$ cat src/sv/sbc_pkg.sv
package sbc_pkg;

  // Default widths of the timer and the ADC samples
  localparam int TIME_BITS_DEF = 32;
  localparam int ADC_BITS_DEF  = 12;

  localparam int DUTY_W     = 7;
  localparam int STEP_W     = 3;
  localparam int PERIOD_W   = 16;
  localparam int CFG_DATA_W = 32;
  localparam int CFG_ADDR_W = 3;
  localparam int TICKS_W    = 10;

  localparam logic [DUTY_W-1:0]   DUTY_RESET   = 7'd20;
  localparam logic [DUTY_W-1:0]   DUTY_SCALE   = 7'd100;
  localparam logic [PERIOD_W-1:0] PERIOD_RESET = 16'd10;
  localparam logic [TICKS_W-1:0]  TICKS_PER_MS = 10'd1000;
  localparam logic [STEP_W-1:0]   STEP_FIRST   = 3'd0;
  localparam logic [STEP_W-1:0]   STEP_HALF    = 3'd3;
  localparam logic [STEP_W-1:0]   STEP_LAST    = 3'd5;

  typedef enum logic [1:0] {
    DRV_Z   = 2'd0,
    DRV_LOW = 2'd1,
    DRV_PWM = 2'd2
  } drive_e;

  typedef enum logic [1:0] {
    MODE_OPEN  = 2'd0,
    MODE_HALL  = 2'd1,
    MODE_CMP   = 2'd2,
    MODE_DELAY = 2'd3
  } mode_e;

  // Register index, taken from paddr[2]
  typedef enum logic {
    REG_MODE   = 1'b0,
    REG_PERIOD = 1'b1
  } reg_e;

  typedef struct packed {
    drive_e a;
    drive_e b;
    drive_e c;
  } pattern_t;

  typedef struct packed {
    mode_e                mode;
    logic [PERIOD_W-1:0]  period_ms;
  } cfg_t;

  typedef struct packed {
    pattern_t             drive;
    logic [DUTY_W-1:0]    duty;
    logic [STEP_W-1:0]    step;
    logic                 pulse;
    logic                 sync;
    logic                 neutral;
  } result_t;

  localparam pattern_t PATTERN_OFF = '{a: DRV_Z, b: DRV_Z, c: DRV_Z};

  // Six-step drive table
  function automatic pattern_t step_pattern(input logic [STEP_W-1:0] s);
    pattern_t p;
    case (s)
      3'd0:    p = '{a: DRV_PWM, b: DRV_LOW, c: DRV_Z};
      3'd1:    p = '{a: DRV_PWM, b: DRV_Z,   c: DRV_LOW};
      3'd2:    p = '{a: DRV_Z,   b: DRV_PWM, c: DRV_LOW};
      3'd3:    p = '{a: DRV_LOW, b: DRV_PWM, c: DRV_Z};
      3'd4:    p = '{a: DRV_LOW, b: DRV_Z,   c: DRV_PWM};
      3'd5:    p = '{a: DRV_Z,   b: DRV_LOW, c: DRV_PWM};
      default: p = PATTERN_OFF;
    endcase
    return p;
  endfunction

  function automatic logic [STEP_W-1:0] next_step(input logic [STEP_W-1:0] s);
    return (s >= STEP_LAST) ? STEP_FIRST : s + 3'd1;
  endfunction

  // Expected hall level that ends step s; lv = {c, b, a}
  function automatic logic hall_edge(input logic [STEP_W-1:0] s, input logic [2:0] lv);
    logic e;
    case (s)
      3'd0:    e = !lv[1];
      3'd1:    e = lv[2];
      3'd2:    e = !lv[0];
      3'd3:    e = lv[1];
      3'd4:    e = !lv[2];
      3'd5:    e = lv[0];
      default: e = 1'b0;
    endcase
    return e;
  endfunction

  // Expected comparator level on the floating phase; lv = {c, b, a}
  function automatic logic cmp_edge(input logic [STEP_W-1:0] s, input logic [2:0] lv);
    logic e;
    case (s)
      3'd0:    e = !lv[2];
      3'd1:    e = lv[1];
      3'd2:    e = !lv[0];
      3'd3:    e = lv[2];
      3'd4:    e = !lv[1];
      3'd5:    e = lv[0];
      default: e = 1'b0;
    endcase
    return e;
  endfunction

endpackage

$ cat src/sv/six_step_bldc_commutator_top.sv
// Six-step BLDC commutator. One input transfer is one microsecond tick; the
// block takes one tick per clock cycle unless the input is stalled and
// returns exactly one result per tick. The tick goes into an input register,
// the next commutation state is computed combinationally from it, and the
// result lands in an output register; a stall on the output holds that
// register and, once the input register is also full, stalls the input.
// There is no startup sweep: the block takes ticks from the first cycle after
// reset. Mode and open-loop period are written through the APB port (byte
// address 0 and 4); the user must write them only while no tick is in
// flight, as the block itself does not enforce it.
module six_step_bldc_commutator_top #(
  parameter int TIME_BITS = sbc_pkg::TIME_BITS_DEF,
  parameter int ADC_BITS  = sbc_pkg::ADC_BITS_DEF
) (
  input  logic                            clk_i,
  input  logic                            rst_ni,
  // tick input
  input  logic                            in_valid_i,
  output logic                            in_stall_o,
  input  logic                            hall_a_i,
  input  logic                            hall_b_i,
  input  logic                            hall_c_i,
  input  logic                            cmp_a_i,
  input  logic                            cmp_b_i,
  input  logic                            cmp_c_i,
  input  logic [ADC_BITS-1:0]             throttle_level_i,
  input  logic [ADC_BITS-1:0]             phase_a_level_i,
  input  logic [ADC_BITS-1:0]             phase_b_level_i,
  input  logic [ADC_BITS-1:0]             phase_c_level_i,
  // result output
  output logic                            out_valid_o,
  input  logic                            out_stall_i,
  output logic [1:0]                      drive_a_o,
  output logic [1:0]                      drive_b_o,
  output logic [1:0]                      drive_c_o,
  output logic [sbc_pkg::DUTY_W-1:0]      duty_percent_o,
  output logic [sbc_pkg::STEP_W-1:0]      step_index_o,
  output logic                            step_pulse_o,
  output logic                            sync_out_o,
  output logic                            neutral_above_b_o,
  // configuration
  input  logic                            psel,
  input  logic                            penable,
  input  logic                            pwrite,
  input  logic [sbc_pkg::CFG_ADDR_W-1:0]  paddr,
  input  logic [sbc_pkg::CFG_DATA_W-1:0]  pwdata,
  output logic [sbc_pkg::CFG_DATA_W-1:0]  prdata,
  output logic                            pready
);
  import sbc_pkg::*;

  cfg_t                cfg;
  result_t             res;
  result_t             out_q;

  logic                in_valid_q;
  logic [2:0]          hall_q;
  logic [2:0]          cmp_q;
  logic [ADC_BITS-1:0] throttle_q;
  logic [ADC_BITS-1:0] phase_a_q;
  logic [ADC_BITS-1:0] phase_b_q;
  logic [ADC_BITS-1:0] phase_c_q;
  logic                out_valid_q;

  logic                out_en;
  logic                fire;
  logic                in_take;

  // Handshake: output register frees up when empty or taken
  assign out_en     = !out_valid_q || !out_stall_i;
  assign fire       = in_valid_q && out_en;
  assign in_stall_o = in_valid_q && !out_en;
  assign in_take    = in_valid_i && !in_stall_o;

  // Stage control
  always_ff @(posedge clk_i or negedge rst_ni) begin
    if (!rst_ni) begin
      in_valid_q  <= 1'b0;
      out_valid_q <= 1'b0;
    end else begin
      if (in_take) begin
        in_valid_q <= 1'b1;
      end else if (fire) begin
        in_valid_q <= 1'b0;
      end
      if (out_en) begin
        out_valid_q <= fire;
      end
    end
  end

  // Input register
  always_ff @(posedge clk_i) begin
    if (in_take) begin
      hall_q     <= {hall_c_i, hall_b_i, hall_a_i};
      cmp_q      <= {cmp_c_i, cmp_b_i, cmp_a_i};
      throttle_q <= throttle_level_i;
      phase_a_q  <= phase_a_level_i;
      phase_b_q  <= phase_b_level_i;
      phase_c_q  <= phase_c_level_i;
    end
  end

  sbc_cfg u_cfg (
    .clk_i   (clk_i),
    .rst_ni  (rst_ni),
    .psel    (psel),
    .penable (penable),
    .pwrite  (pwrite),
    .paddr   (paddr),
    .pwdata  (pwdata),
    .prdata  (prdata),
    .pready  (pready),
    .cfg_o   (cfg)
  );

  sbc_core #(
    .TIME_BITS (TIME_BITS),
    .ADC_BITS  (ADC_BITS)
  ) u_core (
    .clk_i      (clk_i),
    .rst_ni     (rst_ni),
    .fire_i     (fire),
    .cfg_i      (cfg),
    .hall_i     (hall_q),
    .cmp_i      (cmp_q),
    .throttle_i (throttle_q),
    .phase_a_i  (phase_a_q),
    .phase_b_i  (phase_b_q),
    .phase_c_i  (phase_c_q),
    .result_o   (res)
  );

  // Output register
  always_ff @(posedge clk_i) begin
    if (fire) begin
      out_q <= res;
    end
  end

  assign out_valid_o       = out_valid_q;
  assign drive_a_o         = out_q.drive.a;
  assign drive_b_o         = out_q.drive.b;
  assign drive_c_o         = out_q.drive.c;
  assign duty_percent_o    = out_q.duty;
  assign step_index_o      = out_q.step;
  assign step_pulse_o      = out_q.pulse;
  assign sync_out_o        = out_q.sync;
  assign neutral_above_b_o = out_q.neutral;

endmodule

$ cat src/sv/sbc_cfg.sv
module sbc_cfg (
  input  logic                            clk_i,
  input  logic                            rst_ni,
  input  logic                            psel,
  input  logic                            penable,
  input  logic                            pwrite,
  input  logic [sbc_pkg::CFG_ADDR_W-1:0]  paddr,
  input  logic [sbc_pkg::CFG_DATA_W-1:0]  pwdata,
  output logic [sbc_pkg::CFG_DATA_W-1:0]  prdata,
  output logic                            pready,
  output sbc_pkg::cfg_t                   cfg_o
);
  import sbc_pkg::*;

  mode_e               mode_q;
  logic [PERIOD_W-1:0] period_q;
  logic                wr_en;
  reg_e                reg_sel;

  assign pready  = 1'b1;
  assign wr_en   = psel && penable && pwrite && pready;
  assign reg_sel = reg_e'(paddr[2]);

  // Register writes on the access phase
  always_ff @(posedge clk_i or negedge rst_ni) begin
    if (!rst_ni) begin
      mode_q   <= MODE_OPEN;
      period_q <= PERIOD_RESET;
    end else if (wr_en) begin
      case (reg_sel)
        REG_MODE:   mode_q   <= mode_e'(pwdata[1:0]);
        REG_PERIOD: period_q <= pwdata[PERIOD_W-1:0];
        default:    ;
      endcase
    end
  end

  // Read mux
  always_comb begin
    case (reg_sel)
      REG_MODE:   prdata = CFG_DATA_W'(mode_q);
      REG_PERIOD: prdata = CFG_DATA_W'(period_q);
      default:    prdata = '0;
    endcase
  end

  assign cfg_o = '{mode: mode_q, period_ms: period_q};

endmodule

$ cat src/sv/sbc_core.sv
module sbc_core #(
  parameter int TIME_BITS = sbc_pkg::TIME_BITS_DEF,
  parameter int ADC_BITS  = sbc_pkg::ADC_BITS_DEF
) (
  input  logic                 clk_i,
  input  logic                 rst_ni,
  input  logic                 fire_i,
  input  sbc_pkg::cfg_t        cfg_i,
  input  logic [2:0]           hall_i,
  input  logic [2:0]           cmp_i,
  input  logic [ADC_BITS-1:0]  throttle_i,
  input  logic [ADC_BITS-1:0]  phase_a_i,
  input  logic [ADC_BITS-1:0]  phase_b_i,
  input  logic [ADC_BITS-1:0]  phase_c_i,
  output sbc_pkg::result_t     result_o
);
  import sbc_pkg::*;

  localparam int PROD_W = ADC_BITS + DUTY_W;
  localparam int OPEN_W = PERIOD_W + TICKS_W;
  localparam int T6_W   = TIME_BITS + 3;
  localparam logic [ADC_BITS:0] ADC_FULL = (ADC_BITS+1)'((1 << ADC_BITS) - 1);

  // Commutation state. Time differences are kept as running counters:
  // elapsed = now - delay_start, since = now - last_commutation.
  logic [STEP_W-1:0]    step_q, step_d;
  logic                 wait_q, wait_d;
  logic [TIME_BITS-1:0] elapsed_q;
  logic [T6_W-1:0]      elapsed6_q;
  logic [TIME_BITS-1:0] since_q;
  logic [TIME_BITS-1:0] dly_q, dly_d;
  logic                 scaled_q, scaled_d;
  pattern_t             drv_q, drv_d;
  logic [DUTY_W-1:0]    duty_q, duty_d;
  logic                 sync_q, sync_d;
  logic                 neut_q, neut_d;

  logic                 pulse;
  logic                 restart;
  logic                 commuted;
  logic                 expired;

  logic [PROD_W-1:0]    prod;
  logic [DUTY_W-1:0]    prod_hi;
  logic [ADC_BITS:0]    prod_rem;
  logic [DUTY_W-1:0]    duty_new;
  logic [ADC_BITS+1:0]  sum_ac;
  logic [ADC_BITS+1:0]  twice_b;
  logic                 neut_new;
  logic [OPEN_W-1:0]    open_ticks;

  // Duty = throttle * 100 / full scale: split the product at ADC_BITS,
  // the remainder below twice the divisor needs one correction
  assign prod     = PROD_W'(throttle_i) * PROD_W'(DUTY_SCALE);
  assign prod_hi  = prod[PROD_W-1:ADC_BITS];
  assign prod_rem = {1'b0, prod[ADC_BITS-1:0]} + (ADC_BITS+1)'(prod_hi);
  assign duty_new = prod_hi + DUTY_W'(prod_rem >= ADC_FULL);

  // floor((a+b+c)/3) > b  <=>  a + c > 2b + 2
  assign sum_ac   = (ADC_BITS+2)'(phase_a_i) + (ADC_BITS+2)'(phase_c_i);
  assign twice_b  = {1'b0, phase_b_i, 1'b0} + (ADC_BITS+2)'(2);
  assign neut_new = sum_ac > twice_b;

  assign open_ticks = OPEN_W'(cfg_i.period_ms) * OPEN_W'(TICKS_PER_MS);

  // Delayed-hall wait holds the raw period: elapsed > d/6 <=> 6*elapsed > d
  assign expired = scaled_q ? (elapsed6_q > T6_W'(dly_q)) : (elapsed_q > dly_q);

  // Per-tick step logic
  always_comb begin
    logic [STEP_W-1:0]    step_cur;
    logic [TIME_BITS-1:0] since_eff;
    logic                 proceed;
    step_d    = step_q;
    wait_d    = wait_q;
    dly_d     = dly_q;
    scaled_d  = scaled_q;
    drv_d     = drv_q;
    duty_d    = duty_q;
    sync_d    = sync_q;
    neut_d    = neut_q;
    pulse     = 1'b0;
    restart   = 1'b0;
    commuted  = 1'b0;
    step_cur  = step_q;
    since_eff = since_q;
    proceed   = 1'b1;
    case (cfg_i.mode)
      MODE_OPEN: begin
        if (!wait_q) begin
          duty_d   = duty_new;
          drv_d    = step_pattern(step_q);
          step_d   = next_step(step_q);
          restart  = 1'b1;
          dly_d    = TIME_BITS'(open_ticks);
          scaled_d = 1'b0;
          pulse    = 1'b1;
          wait_d   = 1'b1;
        end else if (expired) begin
          wait_d = 1'b0;
        end
      end
      MODE_HALL, MODE_CMP: begin
        duty_d = duty_new;
        drv_d  = step_pattern(step_q);
        if ((cfg_i.mode == MODE_HALL) ? hall_edge(step_q, hall_i)
                                      : cmp_edge(step_q, cmp_i)) begin
          step_d = next_step(step_q);
          if (cfg_i.mode == MODE_HALL) begin
            commuted = 1'b1;
            if (step_d == STEP_FIRST) begin
              sync_d = 1'b1;
              pulse  = 1'b1;
            end else if (step_d == STEP_HALF) begin
              sync_d = 1'b0;
              pulse  = 1'b1;
            end
          end
        end
      end
      MODE_DELAY: begin
        if (wait_q) begin
          if (expired) begin
            wait_d    = 1'b0;
            step_cur  = next_step(step_q);
            step_d    = step_cur;
            drv_d     = step_pattern(step_cur);
            duty_d    = duty_new;
            commuted  = 1'b1;
            since_eff = '0;
          end else begin
            proceed = 1'b0;
          end
        end
        if (proceed) begin
          neut_d = neut_new;
          if (hall_edge(step_cur, hall_i)) begin
            wait_d   = 1'b1;
            restart  = 1'b1;
            dly_d    = since_eff;
            scaled_d = 1'b1;
            if (step_cur == STEP_FIRST) begin
              sync_d = 1'b0;
            end else if (step_cur == STEP_LAST) begin
              sync_d = 1'b1;
            end
          end
        end
      end
      default: ;
    endcase
  end

  // State registers, advanced once per tick
  always_ff @(posedge clk_i or negedge rst_ni) begin
    if (!rst_ni) begin
      step_q     <= STEP_FIRST;
      wait_q     <= 1'b0;
      elapsed_q  <= '0;
      elapsed6_q <= '0;
      since_q    <= '0;
      dly_q      <= '0;
      scaled_q   <= 1'b0;
      drv_q      <= PATTERN_OFF;
      duty_q     <= DUTY_RESET;
      sync_q     <= 1'b0;
      neut_q     <= 1'b0;
    end else if (fire_i) begin
      step_q   <= step_d;
      wait_q   <= wait_d;
      dly_q    <= dly_d;
      scaled_q <= scaled_d;
      drv_q    <= drv_d;
      duty_q   <= duty_d;
      sync_q   <= sync_d;
      neut_q   <= neut_d;
      if (restart) begin
        elapsed_q  <= TIME_BITS'(1);
        elapsed6_q <= T6_W'(6);
      end else begin
        elapsed_q  <= elapsed_q + TIME_BITS'(1);
        // 6*elapsed follows the wrap of elapsed
        elapsed6_q <= (&elapsed_q) ? '0 : elapsed6_q + T6_W'(6);
      end
      since_q <= commuted ? TIME_BITS'(1) : since_q + TIME_BITS'(1);
    end
  end

  assign result_o = '{drive:   drv_d,
                      duty:    duty_d,
                      step:    step_d,
                      pulse:   pulse,
                      sync:    sync_d,
                      neutral: neut_d};

endmodule

$ cat config.mk
export PLATFORM = sky130hd
export DESIGN_NAME = six_step_bldc_commutator_top
export DESIGN_NICKNAME = d
export VERILOG_FILES = /design/src/sv/sbc_pkg.sv /design/src/sv/six_step_bldc_commutator_top.sv /design/src/sv/sbc_cfg.sv /design/src/sv/sbc_core.sv
export SDC_FILE = /design/constraint.sdc
export NUM_CORES = 1
export LEC_CHECK = 0
export ABC_AREA = 1
export BUFFER_PORTS_ARGS = -buffer_cell sky130_fd_sc_hd__buf_4
export CAP_MARGIN = 20
export CORE_UTILIZATION = 57
export CTS_BUF_LIST = sky130_fd_sc_hd__clkbuf_2
export DETAILED_ROUTE_END_ITERATION = 8
export PLACE_DENSITY = 0.79
export SYNTH_ARGS = -nofsm -noshare
export SYNTH_HDL_FRONTEND = slang
export SYNTH_SLANG_ARGS = --single-unit
$ cat constraint.sdc
create_clock -name clk_i -period 5.58 [get_ports clk_i]
set_input_delay 0.837 -clock clk_i [delete_from_list [all_inputs] [get_ports clk_i]]
set_output_delay 0.837 -clock clk_i [all_outputs]
set_load 0.1 [all_outputs]
==> flow_summary_export.csv <==
group,metric,value,unit
run_status,outcome,"complete, but fails checks",
run_status,violations,"negative setup slack",
cts,cts_buffers,70,
global_route,grt_overflow,0,
setup_path,endpoint_kind,"flip-flop",
setup_path,critical_path_class,"reg -> reg",
sta,setup_ws,-0.0807,ns
sta,final.setup.tns,-0.144,ns
cts,cts_max_level,3,
floorplan,core,31800,µm²
cts,cts.path.max_buffers,3,
cells_and_area,finalNetCount,2697,
setup_path,cp_top_family,"adder cells",
setup_path,cp.arrival,6.41,ns
cells_and_area,fill_cells,2600,
power,pwr-share-clk,0.104,
drt,ant_nets,0,
global_route,antenna_found_initial,1,
floorplan,chipWidth,183,µm
floorplan,start_util,0.584,
floorplan,num_rows,65,
drt,drtPass1Iterations,5,
synthesis,synth_warnings,0,
synthesis,ys_ff_latch,243,
cts,clkLatencyLatePin,0.89,ns
sta,rsz0062_at_grt,"yes",
cells_and_area,layout_commonest_cell,"nand2_1",
worst_hold_path,min_path_type,"in -> reg",
synthesis,ys_async_sr_fraction,0.700,
sta,clock_skew,0.0622,ns
setup_path,crit_path_max_fanout,4,
power,p_sw,7090,µW
synthesis,synth-edff-count,73,
sta,hold_viol,0,
job,cap_violations,0,
power,p_sw_frac,0.526,
setup_path,crit_top_cell,"nand2_1",
floorplan,dieArea,33300,µm²
cts,clkTransAtPathRegs,0.13,ns
cells_and_area,layout-drive-gt1-share,0.167,
sta,period_needed,5.66,ns
global_route,grt_max_degree,69,
power,combPwrFrac,0.689,
power,p_leak,0.0101,µW
drt,drtIter0Drc,1185,
power,peakVddDrop,704,µV
synthesis,syn_area,18600,µm²
placed_design,dp_cells,2691,
setup_path,max_stage_delay,0.55,ns
sta,post-route-period-util,1.01,
floorplan,ios,150,
drt,vias,15448,
power,total_power,13500,µW
placed_design,io_buffers,114,
cts,cts_tree,"built",
setup_path,cp-start-kind,"flip-flop",
sta,setup_viol,2,
sta,relSlewSlack,0.325,
sta,finalMaxSlewViolations,0,
setup_path,critPathRequiredTime,6.33,ns
sta,max_clock_freq,177,MHz
cells_and_area,layout_common_cells,"nand2_1, inv_1, ha_1",
synthesis,synth.avg_cell_area,8.55,µm²
drt,post_drt_wl_per_cell,15.4,µm
placed_design,place.detailed.hpwl,32.1,mm
power,p_seq_frac,0.207,
drt,wirelength,43.5,mm
synthesis,ys_seq_area_frac,0.347,
power,intPower,6390,µW
setup_path,path_buf_inv,2,
synthesis,synth_cells,2172,
placed_design,routabilityCongestion,0.919,
cells_and_area,fin_cells,2826,
setup_path,crit_slowest_cell,"fa_2",
floorplan,die_h,183,µm
drt,viasPerCell,5.47,
cts,root_buffer,"clkbuf_2",
cts,cts.sinks,243,
synthesis,ys.flop_type,"dfrtp_1",
cells_and_area,syn_to_final_growth,12.4,%
placed_design,pre_cts_slack,-0.0556,ns
synthesis,ys_types,61,
global_route,grt_pass1_wl,72.9,mm
power,p_per_area,646,nW/µm²
global_route,grt_pass1_vias,15350,
sta,worst_pin_slew,1.01,ns
drt,drc,0,
global_route,grt_use_total,0.269,
[logic make-up (layout without fill, tap and decap cells)]
group,Yosys count,in the layout,share of synthesized area
flops,243,243,0.347
compound gates,389,389,0.125
other cells,2,18,0.000404
xor+xnor,84,84,0.0396
fa+ha+maj,261,261,0.201
buf+inv,407,610,0.0886
mux,11,11,0.00667
simple gates,775,775,0.191
[metrics by stage]
| step | hold slack [ns] | util | cell area [µm²] |
|---|---|---|---|
| 5_1_grt | 0.0243 | 0.656 | 20900 |
| 3_5_place_dp | 0.475 | 0.623 | 19800 |
| 2_1_floorplan | 0.453 | - | 18600 |
| 6_report | 0.111 | 0.656 | 20900 |
| 3_3_place_gp | 0.467 | 0.623 | 19800 |
| 4_1_cts | 0.0124 | 0.647 | 20600 |
[per-layer routing]
metal,part of all wire,global-route usage
met5,0,0
met4,0.027,0.0968
met3,0.055,0.0449
met2,0.47,0.442
met1,0.45,0.358
[final timing paths]
kind                                         startpoint                               end  slack, ns  cells past startpoint
setup / recovery                throttle_q[3]$_DFFE_PP_      u_core.duty_q[6]$_DFFE_PN0P_      -0.08                     30
hold / removal                                  cmp_b_i                cmp_q[1]$_DFFE_PP_       0.11                      1
setup reg to reg                throttle_q[3]$_DFFE_PP_      u_core.duty_q[6]$_DFFE_PN0P_      -0.08                     30
hold reg to reg            u_core.dly_q[19]$_DFFE_PN0P_      u_core.dly_q[19]$_DFFE_PN0P_       0.49                      2
max in group asynchronous                        rst_ni     u_core.since_q[2]$_DFFE_PN0P_       3.72                      3
min in group asynchronous                        rst_ni  u_core.elapsed6_q[4]$_DFFE_PN0P_       0.53                      2
[sequential cells by signal, summed over array words and instances, names as in the netlist, 3 cells and up]
signal	cells
u_core.duty_q	7
phase_c_q	12
u_core.since_q	32
u_core.drv_q	6
hall_q	3
u_core.dly_q	32
phase_b_q	12
u_core.elapsed_q	32
step_index_o	3
cmp_q	3
duty_percent_o	7
throttle_q	12
u_core.step_q	3
u_core.elapsed6_q	34
u_cfg.period_q	16
phase_a_q	12
[Yosys cell counts, types with 6 or more instances]
master    instances  area share
nand2_4           6      0.0036
nand4_1          27      0.0091
mux2_2           11      0.0067
o22ai_2          20       0.013
inv_2            16      0.0032
ha_1            198        0.13
a31oi_1          13      0.0044
nor3_2            7      0.0038
o21ai_1           7      0.0019
nand3_1          83       0.022
o22ai_1          14      0.0047
a32oi_1          10      0.0047
xor2_1           65       0.031
dfrtp_1         166        0.22
o21ai_0         145       0.039
fa_1             63       0.068
a21oi_1         130       0.035
edfxtp_1         73        0.12
o211ai_1         12      0.0049
nor3b_1           6      0.0024
nor2_1          134       0.027
xnor2_1          19      0.0090
nor2_4           13      0.0079
buf_2             6      0.0016
nand2_1         377       0.076
buf_4            19      0.0077
nand2_2          12      0.0040
nor2_2           10      0.0034
nand3b_1         10      0.0040
clkbuf_1         31      0.0063
nor3_1           57       0.015
nor4_1           21      0.0071
inv_1           324       0.065
[power by group through the flow]
| stage | combinational [µW] | clock, µW | sequential [µW] |
|---|---|---|---|
| 6_report | 9290 | 1400 | 2780 |
| 5_1_grt | 10500 | 1540 | 2850 |
| 3_3_place_gp | 8670 | 0 | 2790 |
| 4_1_cts | 9040 | 1450 | 2780 |
| 3_5_place_dp | 8950 | 0 | 2810 |
| 2_1_floorplan | 6670 | 0 | 2980 |
[timing repair]
item | in CTS | in global routing
gates resized for setup | 7 | 44
endpoints found under the setup margin | 4 | 16
pin swaps | 3 | 24
setup buffers | 4 | 6
endpoints found under the hold margin | 66 | 0
hold buffers | 1 | 0
[layout make-up]
cell class / instances / area (µm²) / area share
multi-input cells: 1537 / 10800 / 0.518
flip-flops and latches: 243 / 6450 / 0.309
inverters: 343 / 1290 / 0.0617
repair buffers: 145 / 1110 / 0.0531
well taps: 435 / 544 / 0.0261
clock buffers: 92 / 460 / 0.0221
clock inverters: 30 / 206 / 0.00989
diodes: 1 / 2.50 / 0.000120
(Power assumes the default switching activity.)
